<file path="config.mk">
export PLATFORM = sky130hd
export DESIGN_NAME = stamped_slot_queue_two_classes_flat
export DESIGN_NICKNAME = d
export VERILOG_FILES = /design/src/rtl/core/ssq_pkg.sv /design/src/rtl/core/ssq_chan_if.sv /design/src/rtl/core/ssq_slot_mem.sv /design/src/rtl/core/ssq_ctrl.sv /design/src/rtl/core/stamped_slot_queue_two_classes.sv /design/src/flat_wrapper.sv
export SDC_FILE = /design/constraint.sdc
export NUM_CORES = 1
export LEC_CHECK = 0
export CORE_MARGIN = 3
export CORE_UTILIZATION = 25
export DETAILED_ROUTE_END_ITERATION = 6
export DONT_BUFFER_PORTS = 1
export PLACE_DENSITY = 0.47
export SYNTH_ARGS = -nofsm -noshare
export SYNTH_HDL_FRONTEND = slang
export SYNTH_SLANG_ARGS = --single-unit
</file>
<file path="constraint.sdc">
create_clock -name clk -period 5.7 [get_ports clk]
set_clock_uncertainty 0.15 [all_clocks]
set_input_delay 0.855 -clock clk [delete_from_list [all_inputs] [get_ports clk]]
set_output_delay 0.855 -clock clk [all_outputs]
set_load 0.01 [all_outputs]
</file>
<file path="src/rtl/core/ssq_pkg.sv">
`timescale 1ns / 1ps

package ssq_pkg;

    // Table geometry
    localparam int SLOTS = 16;
    localparam int IDX_W = $clog2(SLOTS);
    localparam logic [IDX_W-1:0] LAST_IDX = IDX_W'(SLOTS - 1);

    // Field widths
    localparam int WID_W   = 6;
    localparam int REQ_W   = 31;
    localparam int STAMP_W = 32;
    localparam int SLOT_W  = 4;

    localparam logic [STAMP_W-1:0] STAMP_MAX = '1;

    // Item kinds
    localparam logic KIND_ADD  = 1'b0;
    localparam logic KIND_TAKE = 1'b1;

    // Result status codes
    typedef enum logic [1:0] {
        STATUS_OK        = 2'd0,
        STATUS_FAIL      = 2'd1,
        STATUS_EXHAUSTED = 2'd2
    } ssq_status_t;

    // Controller states
    typedef enum logic [1:0] {
        ST_IDLE,
        ST_SCAN,
        ST_LAST,
        ST_FINISH
    } ssq_state_t;

    // Slot store read request
    typedef struct packed {
        logic             en;
        logic [IDX_W-1:0] addr;
    } ssq_rd_req_t;

    // Slot store read data, registered: valid in the cycle after the request
    typedef struct packed {
        logic               occ;
        logic               cls;
        logic [STAMP_W-1:0] stamp;
        logic [WID_W-1:0]   wid;
        logic [REQ_W-1:0]   req;
    } ssq_rd_data_t;

    // Slot store write: fill a slot or free it
    typedef struct packed {
        logic               fill;
        logic               free;
        logic [IDX_W-1:0]   addr;
        logic               cls;
        logic [STAMP_W-1:0] stamp;
        logic [WID_W-1:0]   wid;
        logic [REQ_W-1:0]   req;
    } ssq_wr_t;

    // Slot index as carried in the result: low bits, zero extended
    function automatic logic [SLOT_W-1:0] slot_field(input logic [IDX_W-1:0] idx);
        logic [IDX_W+SLOT_W-1:0] wide;
        wide = {{SLOT_W{1'b0}}, idx};
        return wide[SLOT_W-1:0];
    endfunction

endpackage

</file>
<file path="src/rtl/core/ssq_chan_if.sv">
`timescale 1ns / 1ps

// Command channel: add or take
interface ssq_cmd_if;
    import ssq_pkg::*;

    logic             valid;
    logic             ready;
    logic             kind;
    logic             reader_class;
    logic [WID_W-1:0] writer_id;
    logic [REQ_W-1:0] request_no;

    modport source (
        output valid, kind, reader_class, writer_id, request_no,
        input  ready
    );
    modport sink (
        input  valid, kind, reader_class, writer_id, request_no,
        output ready
    );
endinterface

// Result channel
interface ssq_res_if;
    import ssq_pkg::*;

    logic              valid;
    logic              ready;
    logic [1:0]        status;
    logic [WID_W-1:0]  out_writer_id;
    logic [REQ_W-1:0]  out_request_no;
    logic [SLOT_W-1:0] slot_used;

    modport source (
        output valid, status, out_writer_id, out_request_no, slot_used,
        input  ready
    );
    modport sink (
        input  valid, status, out_writer_id, out_request_no, slot_used,
        output ready
    );
endinterface

</file>
<file path="src/rtl/core/ssq_slot_mem.sv">
`timescale 1ns / 1ps

module ssq_slot_mem
    import ssq_pkg::*;
(
    input  logic         clk,
    input  logic         rst_n,
    input  ssq_rd_req_t  rd_req,
    output ssq_rd_data_t rd_data,
    input  ssq_wr_t      wr
);

    // Stamp memory holds class bit and stamp; element memory holds writer and request
    logic [STAMP_W:0]       stamp_mem [SLOTS];
    logic [WID_W+REQ_W-1:0] elem_mem  [SLOTS];
    logic [SLOTS-1:0]       occ_reg;

    logic [STAMP_W:0]       stamp_rd_reg;
    logic [WID_W+REQ_W-1:0] elem_rd_reg;
    logic                   occ_rd_reg;

    // Occupancy flags, cleared at reset
    always_ff @(posedge clk or negedge rst_n)
    begin
        if (!rst_n)
        begin
            occ_reg    <= '0;
            occ_rd_reg <= 1'b0;
        end
        else
        begin
            if (wr.fill)
                occ_reg[wr.addr] <= 1'b1;
            else if (wr.free)
                occ_reg[wr.addr] <= 1'b0;
            if (rd_req.en)
                occ_rd_reg <= occ_reg[rd_req.addr];
        end
    end

    // Stamp memory
    always_ff @(posedge clk)
    begin
        if (wr.fill)
            stamp_mem[wr.addr] <= {wr.cls, wr.stamp};
        if (rd_req.en)
            stamp_rd_reg <= stamp_mem[rd_req.addr];
    end

    // Element memory
    always_ff @(posedge clk)
    begin
        if (wr.fill)
            elem_mem[wr.addr] <= {wr.wid, wr.req};
        if (rd_req.en)
            elem_rd_reg <= elem_mem[rd_req.addr];
    end

    assign rd_data.occ   = occ_rd_reg;
    assign rd_data.cls   = stamp_rd_reg[STAMP_W];
    assign rd_data.stamp = stamp_rd_reg[STAMP_W-1:0];
    assign rd_data.wid   = elem_rd_reg[WID_W+REQ_W-1:REQ_W];
    assign rd_data.req   = elem_rd_reg[REQ_W-1:0];

endmodule

</file>
<file path="src/rtl/core/ssq_ctrl.sv">
`timescale 1ns / 1ps

module ssq_ctrl
    import ssq_pkg::*;
(
    input  logic          clk,
    input  logic          rst_n,
    ssq_cmd_if.sink       cmd,
    ssq_res_if.source     result,
    output ssq_rd_req_t   rd_req,
    input  ssq_rd_data_t  rd_data,
    output ssq_wr_t       wr
);

    ssq_state_t         state_reg, state_next;
    logic [IDX_W-1:0]   scan_reg, scan_next;
    logic               chk_vld_reg, chk_vld_next;
    logic [IDX_W-1:0]   chk_idx_reg, chk_idx_next;

    logic               kind_reg, kind_next;
    logic               cls_reg, cls_next;
    logic [WID_W-1:0]   wid_reg, wid_next;
    logic [REQ_W-1:0]   req_reg, req_next;

    logic               found_reg, found_next;
    logic [IDX_W-1:0]   best_reg, best_next;
    logic [STAMP_W-1:0] best_stamp_reg, best_stamp_next;
    logic [WID_W-1:0]   best_wid_reg, best_wid_next;
    logic [REQ_W-1:0]   best_req_reg, best_req_next;

    logic [STAMP_W-1:0] stamp_counter_reg, stamp_counter_next;

    logic               out_valid_reg, out_valid_next;
    logic [1:0]         out_status_reg, out_status_next;
    logic [WID_W-1:0]   out_wid_reg, out_wid_next;
    logic [REQ_W-1:0]   out_req_reg, out_req_next;
    logic [SLOT_W-1:0]  out_slot_reg, out_slot_next;

    logic               commit;

    // Next state and outputs
    always_comb
    begin
        state_next         = state_reg;
        scan_next          = scan_reg;
        chk_vld_next       = chk_vld_reg;
        chk_idx_next       = chk_idx_reg;
        kind_next          = kind_reg;
        cls_next           = cls_reg;
        wid_next           = wid_reg;
        req_next           = req_reg;
        found_next         = found_reg;
        best_next          = best_reg;
        best_stamp_next    = best_stamp_reg;
        best_wid_next      = best_wid_reg;
        best_req_next      = best_req_reg;
        stamp_counter_next = stamp_counter_reg;
        out_valid_next     = out_valid_reg;
        out_status_next    = out_status_reg;
        out_wid_next       = out_wid_reg;
        out_req_next       = out_req_reg;
        out_slot_next      = out_slot_reg;
        commit             = 1'b0;

        cmd.ready   = (state_reg == ST_IDLE);
        rd_req.en   = 1'b0;
        rd_req.addr = scan_reg;

        wr.fill  = 1'b0;
        wr.free  = 1'b0;
        wr.addr  = best_reg;
        wr.cls   = req_reg[0];
        wr.stamp = stamp_counter_reg + STAMP_W'(1);
        wr.wid   = wid_reg;
        wr.req   = req_reg;

        // Result beat taken
        if (out_valid_reg && result.ready)
            out_valid_next = 1'b0;

        // Evaluate the slot read in the previous cycle
        if (chk_vld_reg)
        begin
            if (kind_reg == KIND_ADD)
            begin
                if (!rd_data.occ && !found_reg)
                begin
                    found_next = 1'b1;
                    best_next  = chk_idx_reg;
                end
            end
            else if (rd_data.occ && (rd_data.cls == cls_reg) &&
                     (!found_reg || (rd_data.stamp < best_stamp_reg)))
            begin
                found_next      = 1'b1;
                best_next       = chk_idx_reg;
                best_stamp_next = rd_data.stamp;
                best_wid_next   = rd_data.wid;
                best_req_next   = rd_data.req;
            end
        end

        unique case (state_reg)
            ST_IDLE:
            begin
                if (cmd.valid)
                begin
                    kind_next  = cmd.kind;
                    cls_next   = cmd.reader_class;
                    wid_next   = cmd.writer_id;
                    req_next   = cmd.request_no;
                    found_next = 1'b0;
                    scan_next  = '0;
                    state_next = ST_SCAN;
                end
            end
            ST_SCAN:
            begin
                rd_req.en    = 1'b1;
                chk_vld_next = 1'b1;
                chk_idx_next = scan_reg;
                if (scan_reg == LAST_IDX)
                    state_next = ST_LAST;
                else
                    scan_next = scan_reg + IDX_W'(1);
            end
            ST_LAST:
            begin
                chk_vld_next = 1'b0;
                state_next   = ST_FINISH;
            end
            ST_FINISH:
            begin
                if (!out_valid_reg || result.ready)
                begin
                    commit          = 1'b1;
                    out_valid_next  = 1'b1;
                    out_status_next = STATUS_OK;
                    out_wid_next    = '0;
                    out_req_next    = '0;
                    out_slot_next   = slot_field(best_reg);
                    if (!found_reg)
                    begin
                        out_status_next = STATUS_FAIL;
                        out_slot_next   = '0;
                    end
                    else if (kind_reg == KIND_ADD)
                    begin
                        if (stamp_counter_reg == STAMP_MAX)
                        begin
                            out_status_next = STATUS_EXHAUSTED;
                            out_slot_next   = '0;
                        end
                        else
                        begin
                            wr.fill            = 1'b1;
                            stamp_counter_next = stamp_counter_reg + STAMP_W'(1);
                        end
                    end
                    else
                    begin
                        wr.free      = 1'b1;
                        out_wid_next = best_wid_reg;
                        out_req_next = best_req_reg;
                    end
                    state_next = ST_IDLE;
                end
            end
            default:
            begin
                state_next = ST_IDLE;
            end
        endcase
    end

    // Control registers
    always_ff @(posedge clk or negedge rst_n)
    begin
        if (!rst_n)
        begin
            state_reg         <= ST_IDLE;
            chk_vld_reg       <= 1'b0;
            found_reg         <= 1'b0;
            stamp_counter_reg <= '0;
            out_valid_reg     <= 1'b0;
        end
        else
        begin
            state_reg         <= state_next;
            chk_vld_reg       <= chk_vld_next;
            found_reg         <= found_next;
            stamp_counter_reg <= stamp_counter_next;
            out_valid_reg     <= out_valid_next;
        end
    end

    // Payload registers
    always_ff @(posedge clk)
    begin
        scan_reg       <= scan_next;
        chk_idx_reg    <= chk_idx_next;
        kind_reg       <= kind_next;
        cls_reg        <= cls_next;
        wid_reg        <= wid_next;
        req_reg        <= req_next;
        best_reg       <= best_next;
        best_stamp_reg <= best_stamp_next;
        best_wid_reg   <= best_wid_next;
        best_req_reg   <= best_req_next;
        out_status_reg <= out_status_next;
        out_wid_reg    <= out_wid_next;
        out_req_reg    <= out_req_next;
        out_slot_reg   <= out_slot_next;
    end

    assign result.valid          = out_valid_reg;
    assign result.status         = out_status_reg;
    assign result.out_writer_id  = out_wid_reg;
    assign result.out_request_no = out_req_reg;
    assign result.slot_used      = out_slot_reg;

    // A new result only ever comes out of the finish state
    a_result_from_finish: assert property (@(posedge clk) disable iff (!rst_n)
        $rose(out_valid_reg) |-> $past(state_reg == ST_FINISH))
        else $error("result raised outside finish");

    // Every scan read is evaluated in the following cycle
    a_scan_checked: assert property (@(posedge clk) disable iff (!rst_n)
        (state_reg == ST_SCAN) |=> chk_vld_reg)
        else $error("scan read not evaluated");

    // The stamp counter moves only on a slot fill, by one
    a_stamp_on_fill: assert property (@(posedge clk) disable iff (!rst_n)
        !wr.fill |=> $stable(stamp_counter_reg))
        else $error("stamp counter moved without a fill");

    a_stamp_step: assert property (@(posedge clk) disable iff (!rst_n)
        wr.fill |=> (stamp_counter_reg == $past(stamp_counter_reg) + STAMP_W'(1)))
        else $error("stamp counter step wrong");

    // Memory writes only while committing, never both at once
    a_write_on_commit: assert property (@(posedge clk) disable iff (!rst_n)
        (wr.fill || wr.free) |-> (commit && !(wr.fill && wr.free)))
        else $error("slot write outside commit");

endmodule

</file>
<file path="src/rtl/core/stamped_slot_queue_two_classes.sv">
`timescale 1ns / 1ps

// Stamped slot queue with two classes.
// cmd carries one item per beat: kind 0 adds (writer_id, request_no) to
// the lowest free slot with the next running stamp; kind 1 takes the oldest
// element whose request number parity equals reader_class and frees its slot.
// result carries one beat per item: status, the taken element and the slot.
// Every item scans the whole slot table, one slot a cycle through the stamp
// and element memories (one read port each, registered read).
// Each item passes through the scan, last and finish states in turn; the
// next cmd beat is taken only once the previous item has committed.
// The result register holds a finished beat while the receiver stalls; the
// next item is accepted and scanned meanwhile and waits at commit until the
// register is free.
// Reset (rst_n, asynchronous, active low) empties every slot at once through
// per-slot occupancy flags and zeroes the stamp counter; no clearing pass.
module stamped_slot_queue_two_classes
    import ssq_pkg::*;
(
    input  logic      clk,
    input  logic      rst_n,
    ssq_cmd_if.sink   cmd,
    ssq_res_if.source result
);

    ssq_rd_req_t  rd_req;
    ssq_rd_data_t rd_data;
    ssq_wr_t      wr;

    // Sequencer, stamp counter and result register
    ssq_ctrl u_ctrl (
        .clk     (clk),
        .rst_n   (rst_n),
        .cmd     (cmd),
        .result  (result),
        .rd_req  (rd_req),
        .rd_data (rd_data),
        .wr      (wr)
    );

    // Slot table
    ssq_slot_mem u_slot_mem (
        .clk     (clk),
        .rst_n   (rst_n),
        .rd_req  (rd_req),
        .rd_data (rd_data),
        .wr      (wr)
    );

endmodule

</file>
<file path="src/flat_wrapper.sv">
// flat-port wrapper written by rule: the top's interface ports become plain ports
module stamped_slot_queue_two_classes_flat import ssq_pkg::*;
  (clk, rst_n, cmd_valid, cmd_kind, cmd_reader_class, cmd_writer_id, cmd_request_no, cmd_ready, result_valid, result_status, result_out_writer_id, result_out_request_no, result_slot_used, result_ready);
  ssq_cmd_if cmd_i ();
  ssq_res_if result_i ();
  input  logic clk;
  input  logic rst_n;
  input wire logic [$bits(cmd_i.valid)-1:0] cmd_valid;
  input wire logic [$bits(cmd_i.kind)-1:0] cmd_kind;
  input wire logic [$bits(cmd_i.reader_class)-1:0] cmd_reader_class;
  input wire logic [$bits(cmd_i.writer_id)-1:0] cmd_writer_id;
  input wire logic [$bits(cmd_i.request_no)-1:0] cmd_request_no;
  output wire logic [$bits(cmd_i.ready)-1:0] cmd_ready;
  output wire logic [$bits(result_i.valid)-1:0] result_valid;
  output wire logic [$bits(result_i.status)-1:0] result_status;
  output wire logic [$bits(result_i.out_writer_id)-1:0] result_out_writer_id;
  output wire logic [$bits(result_i.out_request_no)-1:0] result_out_request_no;
  output wire logic [$bits(result_i.slot_used)-1:0] result_slot_used;
  input wire logic [$bits(result_i.ready)-1:0] result_ready;
  assign cmd_i.valid = cmd_valid;
  assign cmd_i.kind = cmd_kind;
  assign cmd_i.reader_class = cmd_reader_class;
  assign cmd_i.writer_id = cmd_writer_id;
  assign cmd_i.request_no = cmd_request_no;
  assign cmd_ready = cmd_i.ready;
  assign result_valid = result_i.valid;
  assign result_status = result_i.status;
  assign result_out_writer_id = result_i.out_writer_id;
  assign result_out_request_no = result_i.out_request_no;
  assign result_slot_used = result_i.slot_used;
  assign result_i.ready = result_ready;
  stamped_slot_queue_two_classes u_core (.clk(clk), .rst_n(rst_n), .cmd(cmd_i), .result(result_i));
endmodule
</file>
* Yosys cells after proc, flatten, opt, wreduce, memory -nomap -nowiden
Memories as Yosys holds them, arrays and structs flattened. A register that Yosys moved wholly into a read port is not among the register bits.
Cells that the tools add are included.
** Cells by class
- Mux-type cells :: 39
- Magnitude comparators :: 4
- Bitwise gates (word level) :: 6
- Equality and inequality tests :: 11
- Reduce and logical (&&, ||, !) cells :: 24
- Add/sub/neg operators :: 2
** Operators with widths (number)
- adder 32 x 1 -> 32 bit (second input constant) :: 1
- == test 32 bit (second input constant) :: 1
- < comparator 32 bit :: 1
- two-way mux 16 bit :: 2
- two-way mux 4 bit :: 7
- two-way mux 1 bit :: 18
- AND 16 bit :: 1
- NOT 16 bit :: 1
- bitwise OR 16 bit :: 1
- two-way mux 2 bit :: 7
- AND reduction 3 bit :: 4
- < comparator 4 x 5 -> 1 bit (second input constant) :: 2
- inequality test 2 bit (second input constant) :: 4
- case mux 2 bit (4 select lines) :: 1
- case mux 4 bit (2 select lines) :: 1
- nonzero test 2 bit :: 4
- AND reduction 2 bit :: 3
- logical AND 1 bit :: 5
- AND reduction 5 bit :: 1
- adder 4 x 1 -> 4 bit (second input constant) :: 1
- binary-select mux 1 bit (select 4 bit) :: 1
- demux 1 bit (select 4 bit) :: 1
- == test 2 bit (second input constant) :: 2
- == test 4 bit (second input constant) :: 1
- 10 further kinds :: 15
** Storage, ports and cells
- Input port bits :: 43
- Output and inout bits :: 45
- Logic and storage cells :: 110
- Memory bits (writable) :: 1120
- Memories kept :: 2
- Register bits :: 217
** Memories
- u_core.u_slot_mem.elem_mem :: words 16, bits a word 37, read ports 1, clocked after Yosys merged registers in 1, write ports 1, line ssq_slot_mem.sv:15 : logic [WID_W+REQ_W-1:0] elem_mem [SLOTS];
- u_core.u_slot_mem.stamp_mem :: words 16, bits a word 33, read ports 1, clocked after Yosys merged registers in 1, write ports 1, line ssq_slot_mem.sv:14 : logic [STAMP_W:0] stamp_mem [SLOTS];

* Logic depth before layout (Yosys ltp)
Gate-level depths: netlist (run 1).
- Depth in word-level cells :: 8
- Depth in mapped cells :: 9
- Mapped depth without buffers :: 8

* Hierarchy
A second synthesis (run 1) with hierarchy kept.
** Unflattened totals
- Cells, all modules :: 2294
- Area, all modules :: 53386.2 µm²
** By module, submodules not included
- ssq_slot_mem :: times used 1, area each 44966.9 µm², cells an instance 1711, seq. area each 36159.7 µm²
- ssq_ctrl :: times used 1, area each 8419.3 µm², cells an instance 583, seq. area each 5820.6 µm²

* Least setup slack after synthesis (run 1)
OpenSTA, ideal clock, no wires.
- Path kind :: input-to-reg
- Start :: input port result_ready
- End :: memory u_core.u_slot_mem.elem_mem[10][0] in the netlist's numbering, enable pin
- Data required time :: 5.053 ns
- Setup time :: 0.497 ns
- Arrival time :: 5.554 ns
- Path buffers :: 2
- Stages on the path :: 8
- Path slack :: -0.501 ns
- Path through :: nand2b_1 and2_1 clkbuf_2 nor3b_2 nand2_1 or2_2 buf_2 nor2_1
** On the way
- Longest elaborated chain between the ends :: 5
** Ends and longest elaborated chain
- start: declaration :: line flat_wrapper.sv:19 : input wire logic [$bits(result_i.ready)-1:0] result_ready;
- logical OR 1 bit :: line ssq_ctrl.sv:134 : if (!out_valid_reg || result.ready)
- two-way mux 2 bit :: line ssq_ctrl.sv:134
- two-way mux 2 bit :: line ssq_ctrl.sv:103 : unique case (state_reg)
- two-way mux 1 bit :: line ssq_slot_mem.sv:53 : if (wr.fill)
- two-way mux 1 bit (implied by the code) :: line ssq_slot_mem.sv:54 : elem_mem[wr.addr] <= {wr.wid, wr.req};
- end: declaration :: line ssq_slot_mem.sv:15
Every way passes these cells.

* Final worst setup path (run 1)
- Start :: register u_core.u_ctrl.state_reg[0]
- End :: memory u_core.u_slot_mem.elem_mem[10][6] in the netlist's numbering, enable pin
** On the way
- Longest elaborated chain between the ends :: 4
** Ends and longest elaborated chain
- start: declaration :: line ssq_ctrl.sv:15 : ssq_state_t state_reg, state_next;
- start signal: assignment :: line ssq_ctrl.sv:189 : state_reg <= state_next;
- == test 2 bit :: line ssq_ctrl.sv:103
- two-way mux 2 bit :: line ssq_ctrl.sv:103
- two-way mux 1 bit :: line ssq_slot_mem.sv:53
- two-way mux 1 bit (implied by the code) :: line ssq_slot_mem.sv:54
Every way passes these cells.

==> results.toml, run 1 <==
[floorplan]
core.rowCount = 167
initial_core_util_pct = 25.3
dieHeight_um = 464
core_sq_um = 208000
die_area_sq_um = 216000
die_w_um = 464
ioPinCount = 88

[global_route]
met2_usage_pct = 17.7
grt_max_degree = 127
grt.busiest_layer = "met2"
grt.met1_usage_pct = 15.7
grt_use_met3_pct = 2.12
grt_pass1_wl_um = 177000
grt_pass1_vias = 24853
grt.overflow.total = 0
grt_antenna_before_repair = 5
track_usage_pct = 11.2

[cts]
clkLatencyLatePin_ps = 780
postCtsSetupRepairBufs = 0
cts_resized = 0
cts_buffers = 144
htreeDepth = 4
clkTransAtPathRegs_ps = 60
cts_tree = "done"
clockRootBuffer = "clkbuf_16"
cts_sinks = 1390
clockBufferDepth = 3

[yosys]
synth-edff-count = 1336
synth_cell_types = 47
ys_seq_elements = 1390
postSynthCellCount = 2259
syn_area_sq_um = 52500
synth-async-reset-ratio_pct = 3.88
avgSynthCellArea_sq_um = 23.3
syn_nets = 2339
synth_ff_type = "edfxtp_1"
yosys_warnings = 0
yosysSeqAreaShare_pct = 79.0

[finish]
post-route-util_pct = 29.6
drive_gt1_share_pct = 26.5
n_fill_cell = 19929
largest_register_ffs = 592
areaGrowthSynthToFinish_pct = 17.3
finalInstanceArea_sq_um = 61600
nNetsFinal = 2492

[routing]
drc = 0
wl_um = 121000
wire_per_inst_um = 22.8
post_drt_via_cell_ratio = 4.35
drtPass1Iterations = 5
num_vias = 23152
ant_nets = 0
drtIter0Drc = 2161

[timing]
finalMaxSlewViolations = 0
worst_pin_slew_ps = 1260
period_needed_ps = 3920
period_share_pct = 68.7
fmax_ghz = 0.255
grt_setup_unrepaired = "false"
slew_headroom_pct = 15.1
final_hold_viol_count = 0
setup_viol = 0
fin_tns_setup_ps = 0

[placed_design]
placed_area_sq_um = 56400
numPortBuffers = 0
post-dp-hpwl_um = 66100
place.gp.congestion = 0.736

[min_path]
holdCritPathClass = "in2reg"
min_to = "u_core.u_ctrl.wid_reg[5]"
hold_path.startpoint = "cmd_writer_id[5]"
hold_path_depth = 0

[critical_path]
crit_type = "reg2reg"
cp.arrival_ps = 4110
path_buf_inv = 1
crit_chain = "ha_1 -> and2_4 -> nor3b_2 -> nand2_1 -> or2_2 -> nor2_4 -> buf_4"
reg2reg_depth = 7
cpLargestDelayFamily = "simple AND/OR/NAND/NOR gates"
reg2reg_setup_slack_ps = 1780
end_kind = "register"
crit_path_start_kind = "register"
cpMaxStageDelayCell = "buf_4"
critical_path.max_stage_delay_ps = 800
r2r_start = "u_core.u_ctrl.state_reg[0]"
crit_fanout = 47
crit_required_ps = 5890
regToRegEndpoint = "u_core.u_slot_mem.elem_mem[10][6]"

[power]
pwr-share-seq_pct = 46.8
clockPowerShare_pct = 34.3
ir_drop_uv = 310
p_sw_share_pct = 26.9
p_per_area_nw_per_um2 = 448
power_frac_comb_pct = 18.9
p_sw_mw = 7.41
total_power_mw = 27.6
intPower_mw = 20.2
cellLeakagePower_nw = 18.5

[outcome]
status = "complete, no violations"

[flow_run]
drv_cap = 0
==> cell usage in the layout, fill, tap and decap left out, drive strengths merged, types with 2 or more instances in the layout <==
| cell type | netlist | final |
|---|---|---|
| edfxtp | 1336 | 1336 |
| mux4 | 350 | 350 |
| clkbuf | 53 | 171 |
| buf | 49 | 71 |
| clkinv | 0 | 66 |
| dfrtp | 54 | 54 |
| and3 | 48 | 48 |
| inv | 43 | 48 |
| nor2 | 42 | 42 |
| o21ai | 40 | 40 |
| nand2 | 39 | 39 |
| dlygate4sd3 | 0 | 38 |
| ha | 37 | 37 |
| xnor2 | 36 | 36 |
| xor2 | 27 | 27 |
| nand3 | 19 | 19 |
| nand4 | 16 | 16 |
| bufinv | 0 | 16 |
| a21oi | 12 | 12 |
| nor3 | 8 | 8 |
| or2 | 7 | 7 |
| nand2b | 6 | 6 |
| clkinvlp | 0 | 6 |
| and2 | 6 | 6 |
| and4 | 3 | 3 |
| nor4 | 3 | 3 |
| diode | 0 | 2 |
| nor2b | 2 | 2 |
| mux2i | 2 | 2 |
| a21o | 2 | 2 |
| a211oi | 2 | 2 |
| a2111oi | 2 | 2 |
| nand4b | 2 | 2 |
| o22ai | 2 | 2 |
| or3 | 2 | 2 |
==> cell type report <==
type | count | area [sq um] | share of cell area (%)
Tap cell | 2788 | 3490 | 5.66
Timing Repair Buffer | 109 | 1080 | 1.76
Multi-Input combinational cell | 724 | 10600 | 17.2
Clock inverter | 93 | 1040 | 1.70
Inverter | 43 | 161 | 0.262
Clock buffer | 171 | 3740 | 6.07
Antenna cell | 2 | 5.00 | 0.00813
Sequential cell | 1390 | 41500 | 67.3
==> metrics by stage <==
step | hold WS, ps | setup slack (ps) | instances
after floorplan | 250 | -501 | 2259
after global placement | 253 | 1410 | 5015
after detailed placement | 255 | 1360 | 5015
after CTS | 1.09 | 1790 | 5318
after global routing | 19.2 | 1670 | 5319
final | 77.3 | 1780 | 5320
==> layer usage <==
layer  vias to the layer above  wire, um
met3                       199      5980
met1                     12513     55300
met4                         0      3030
li1                       9772         -
met5                         -         0
met2                       668     57000
==> synthesized netlist by cell type, types with 3 or more instances <==
cell type,count,area [sq um]
nand2_1,38,143
and3_1,48,300
nand3_1,19,95.1
ha_1,37,463
nand2b_1,6,37.5
buf_6,5,56.3
mux4_2,350,7880
xor2_1,27,236
inv_1,43,161
buf_2,37,185
buf_1,7,26.3
nand4_1,16,100
edfxtp_1,1336,40100
and2_1,6,37.5
a21oi_1,12,60.1
dfrtp_1,54,1350
clkbuf_1,52,195
xnor2_1,36,315
and4_1,3,26.3
nor2_1,40,150
nor3_1,7,35.0
or2_2,7,43.8
o21ai_0,40,200
==> worst reg2reg max path: stages (launching register included) <==
cell and delay [ps]:
dfrtp_1 420, ha_1 220, and2_4 160, nor3b_2 490, nand2_1 550, or2_2 580
nor2_4 140, buf_4 800
==> worst max path at each step <==
stage	from	end	slack, ps	cells past startpoint
floorplan	result_ready	u_core.u_slot_mem.elem_mem[10][0]	-500	8
finish	u_core.u_ctrl.state_reg[0]	u_core.u_slot_mem.elem_mem[10][6]	1780	7
global placement	result_ready	u_core.u_slot_mem.stamp_mem[10][19]	1410	7
CTS	u_core.u_ctrl.state_reg[0]	u_core.u_slot_mem.elem_mem[10][6]	1790	7
global route	u_core.u_ctrl.state_reg[0]	u_core.u_slot_mem.elem_mem[10][6]	1670	7
detailed placement	result_ready	u_core.u_slot_mem.stamp_mem[10][19]	1360	7
==> cells by family (layout without fill, tap and decap cells) <==
logic type,count (synthesis),count (layout),synth area share (%)
other cells,0,2,0
flops,1390,1390,79.0
buf+inv,145,416,1.20
xor+xnor,63,63,1.05
compound gates,65,65,0.686
fa+ha+maj,37,37,0.881
mux,353,353,15.1
simple gates,206,206,2.17
==> power by group through the flow <==
stage | clock network (mW) | logic [mW] | registers (mW)
3_3_place_gp | 0 | 5.28 | 13.1
3_5_place_dp | 0 | 5.33 | 13.1
6_report | 9.46 | 5.21 | 12.9
2_1_floorplan | 0 | 3.77 | 12.9
5_1_grt | 10.2 | 5.65 | 13.0
4_1_cts | 9.76 | 5.38 | 12.9
==> what timing repair did <==
action	in CTS	in global routing
setup endpoints to repair	0	0
endpoints found under the hold margin	91	0
hold buffers	39	0
(Power assumes the default switching activity.)
==> run 2: changes to the inputs <==
- PLACE_DENSITY: 0.47 -> 0.45
- clock period: 5.7 -> 3.7 ns (I/O delays scaled with it)
==> results.toml, run 2 (same netlist as run 1, synthesis figures left out) <==
[timing]
period_needed_ps = 3250
grt_setup_unrepaired = "false"
final_hold_viol_count = 0
finalMaxSlewViolations = 0
fmax_ghz = 0.308
worst_pin_slew_ps = 1340
fin_tns_setup_ps = 0
period_share_pct = 87.8
setup_viol = 0
slew_headroom_pct = 10.2

[floorplan]
initial_core_util_pct = 25.3
ioPinCount = 88
core.rowCount = 167
die_w_um = 464
core_sq_um = 208000
dieHeight_um = 464
die_area_sq_um = 216000

[power]
clockPowerShare_pct = 34.1
intPower_mw = 31.3
cellLeakagePower_nw = 18.8
p_sw_mw = 11.5
p_per_area_nw_per_um2 = 688
total_power_mw = 42.9
ir_drop_uv = 445
p_sw_share_pct = 26.9
pwr-share-seq_pct = 46.4
power_frac_comb_pct = 19.5

[routing]
wire_per_inst_um = 24.5
drc = 0
post_drt_via_cell_ratio = 4.36
wl_um = 132000
num_vias = 23439
drtIter0Drc = 2057
drtPass1Iterations = 5
ant_nets = 0

[critical_path]
cp.arrival_ps = 3510
crit_required_ps = 3960
crit_path_start_kind = "register"
end_kind = "register"
crit_fanout = 17
cpMaxStageDelayCell = "o22ai_4"
crit_type = "reg2reg"
crit_chain = "ha_1 -> a211oi_1 -> a2111oi_0 -> o21ai_0 -> a21oi_1 -> o22ai_4 -> buf_4"
critical_path.max_stage_delay_ps = 520
reg2reg_setup_slack_ps = 450

[cts]
clockBufferDepth = 3
cts_buffers = 152
clkTransAtPathRegs_ps = 60
cts_resized = 0
htreeDepth = 4
cts_tree = "done"
cts_sinks = 1390
clockRootBuffer = "clkbuf_16"
clkLatencyLatePin_ps = 770
postCtsSetupRepairBufs = 0
postCtsHoldBufs = 42

[finish]
areaGrowthSynthToFinish_pct = 18.5
drive_gt1_share_pct = 27.3
n_fill_cell = 19982
largest_register_ffs = 592
final_cell_mix = "1,336 x edfxtp_1, 350 x mux4_2, 154 x clkbuf_16"
final_common_cell = "edfxtp_1"
nNetsFinal = 2542

[min_path]
holdCritPathClass = "in2reg"

[global_route]
grt_pass1_wl_um = 189000
grt_antenna_before_repair = 12
track_usage_pct = 12.1
grt_pass1_vias = 25376
grt_max_degree = 76
grt.overflow.total = 0

[placed_design]
place.gp.congestion = 0.756
post-dp-hpwl_um = 72000
numPortBuffers = 0

[outcome]
status = "complete, no violations"

[flow_run]
drv_cap = 0
==> run 2: changes by cell type in the layout (fill, tap and decap cells not counted), moves of 2 or more <==
cell,before,now
clkinv_8,7,5
clkbuf_16,145,154
buf_12,12,36
clkinv_16,3,1
bufinv_16,16,11
dlygate4sd3_1,38,41
clkinv_2,23,16
inv_6,3,7
buf_4,58,73
clkbuf_1,25,42
==> run 2: routing by layer <==
layer | share of wire [%] | wire, um | up-vias | track usage [%]
met4 | 2.2 | 2840 | 8 | 3.23
met1 | 44 | 57300 | 12794 | 16.0
met3 | 4.2 | 5550 | 203 | 2.42
li1 | - | - | 9895 | -
met5 | 0.027 | 35 | - | 0
met2 | 50 | 66000 | 539 | 20.3
==> run 2: final timing paths <==
path                                              startpoint                                to  depth (start not counted)
setup / recovery           u_core.u_slot_mem.stamp_rd_reg[2]  u_core.u_ctrl.best_stamp_reg[19]                          7
hold / removal                                     cmd_valid        u_core.u_ctrl.state_reg[1]                          4
setup reg to reg           u_core.u_slot_mem.stamp_rd_reg[2]  u_core.u_ctrl.best_stamp_reg[19]                          7
hold reg to reg            u_core.u_slot_mem.elem_rd_reg[12]    u_core.u_ctrl.best_req_reg[12]                          0
max in group asynchronous                              rst_n           u_core.u_ctrl.found_reg                          2
min in group asynchronous                              rst_n                         async pin                          2
==> run 2: area by class of cell <==
type | count | area [sq um] | area share (%)
clock buffers | 197 | 4030 | 6.47
inverters | 43 | 161 | 0.259
well taps | 2788 | 3490 | 5.60
repair buffers | 151 | 1710 | 2.74
clock inverters | 81 | 798 | 1.28
flip-flops and latches | 1390 | 41500 | 66.6
diodes | 1 | 2.50 | 0.00402
multi-input cells | 724 | 10600 | 17.0
==> run 2: through the flow <==
stage	hold WS, ps	worst slack, ps	cells	utilization, %	instance area [sq um]
6_report	132	453	5375	29.9	62300
3_5_place_dp	129	288	5054	27.4	57000
3_3_place_gp	128	246	5054	27.4	57000
5_1_grt	120	256	5374	29.9	62200
4_1_cts	49.5	397	5374	29.9	62200
2_1_floorplan	109	104	2259	-	52700
==> run 2: power by group through the flow <==
stage / logic, mW / clock network (mW) / registers, mW
after floorplan: 5.86 / 0 / 19.8
after global placement: 8.50 / 0 / 20.2
after detailed placement: 8.54 / 0 / 20.2
after CTS: 8.65 / 15.1 / 19.9
after global routing: 9.01 / 15.8 / 20.0
final: 8.34 / 14.6 / 19.9
==> run 2: critical path: cells and delay by family, from the launching register on <==
family	cells	cell delay, ps
flops	1	430
buf+inv	1	390
compound gates	5	1620
fa+ha+maj	1	320
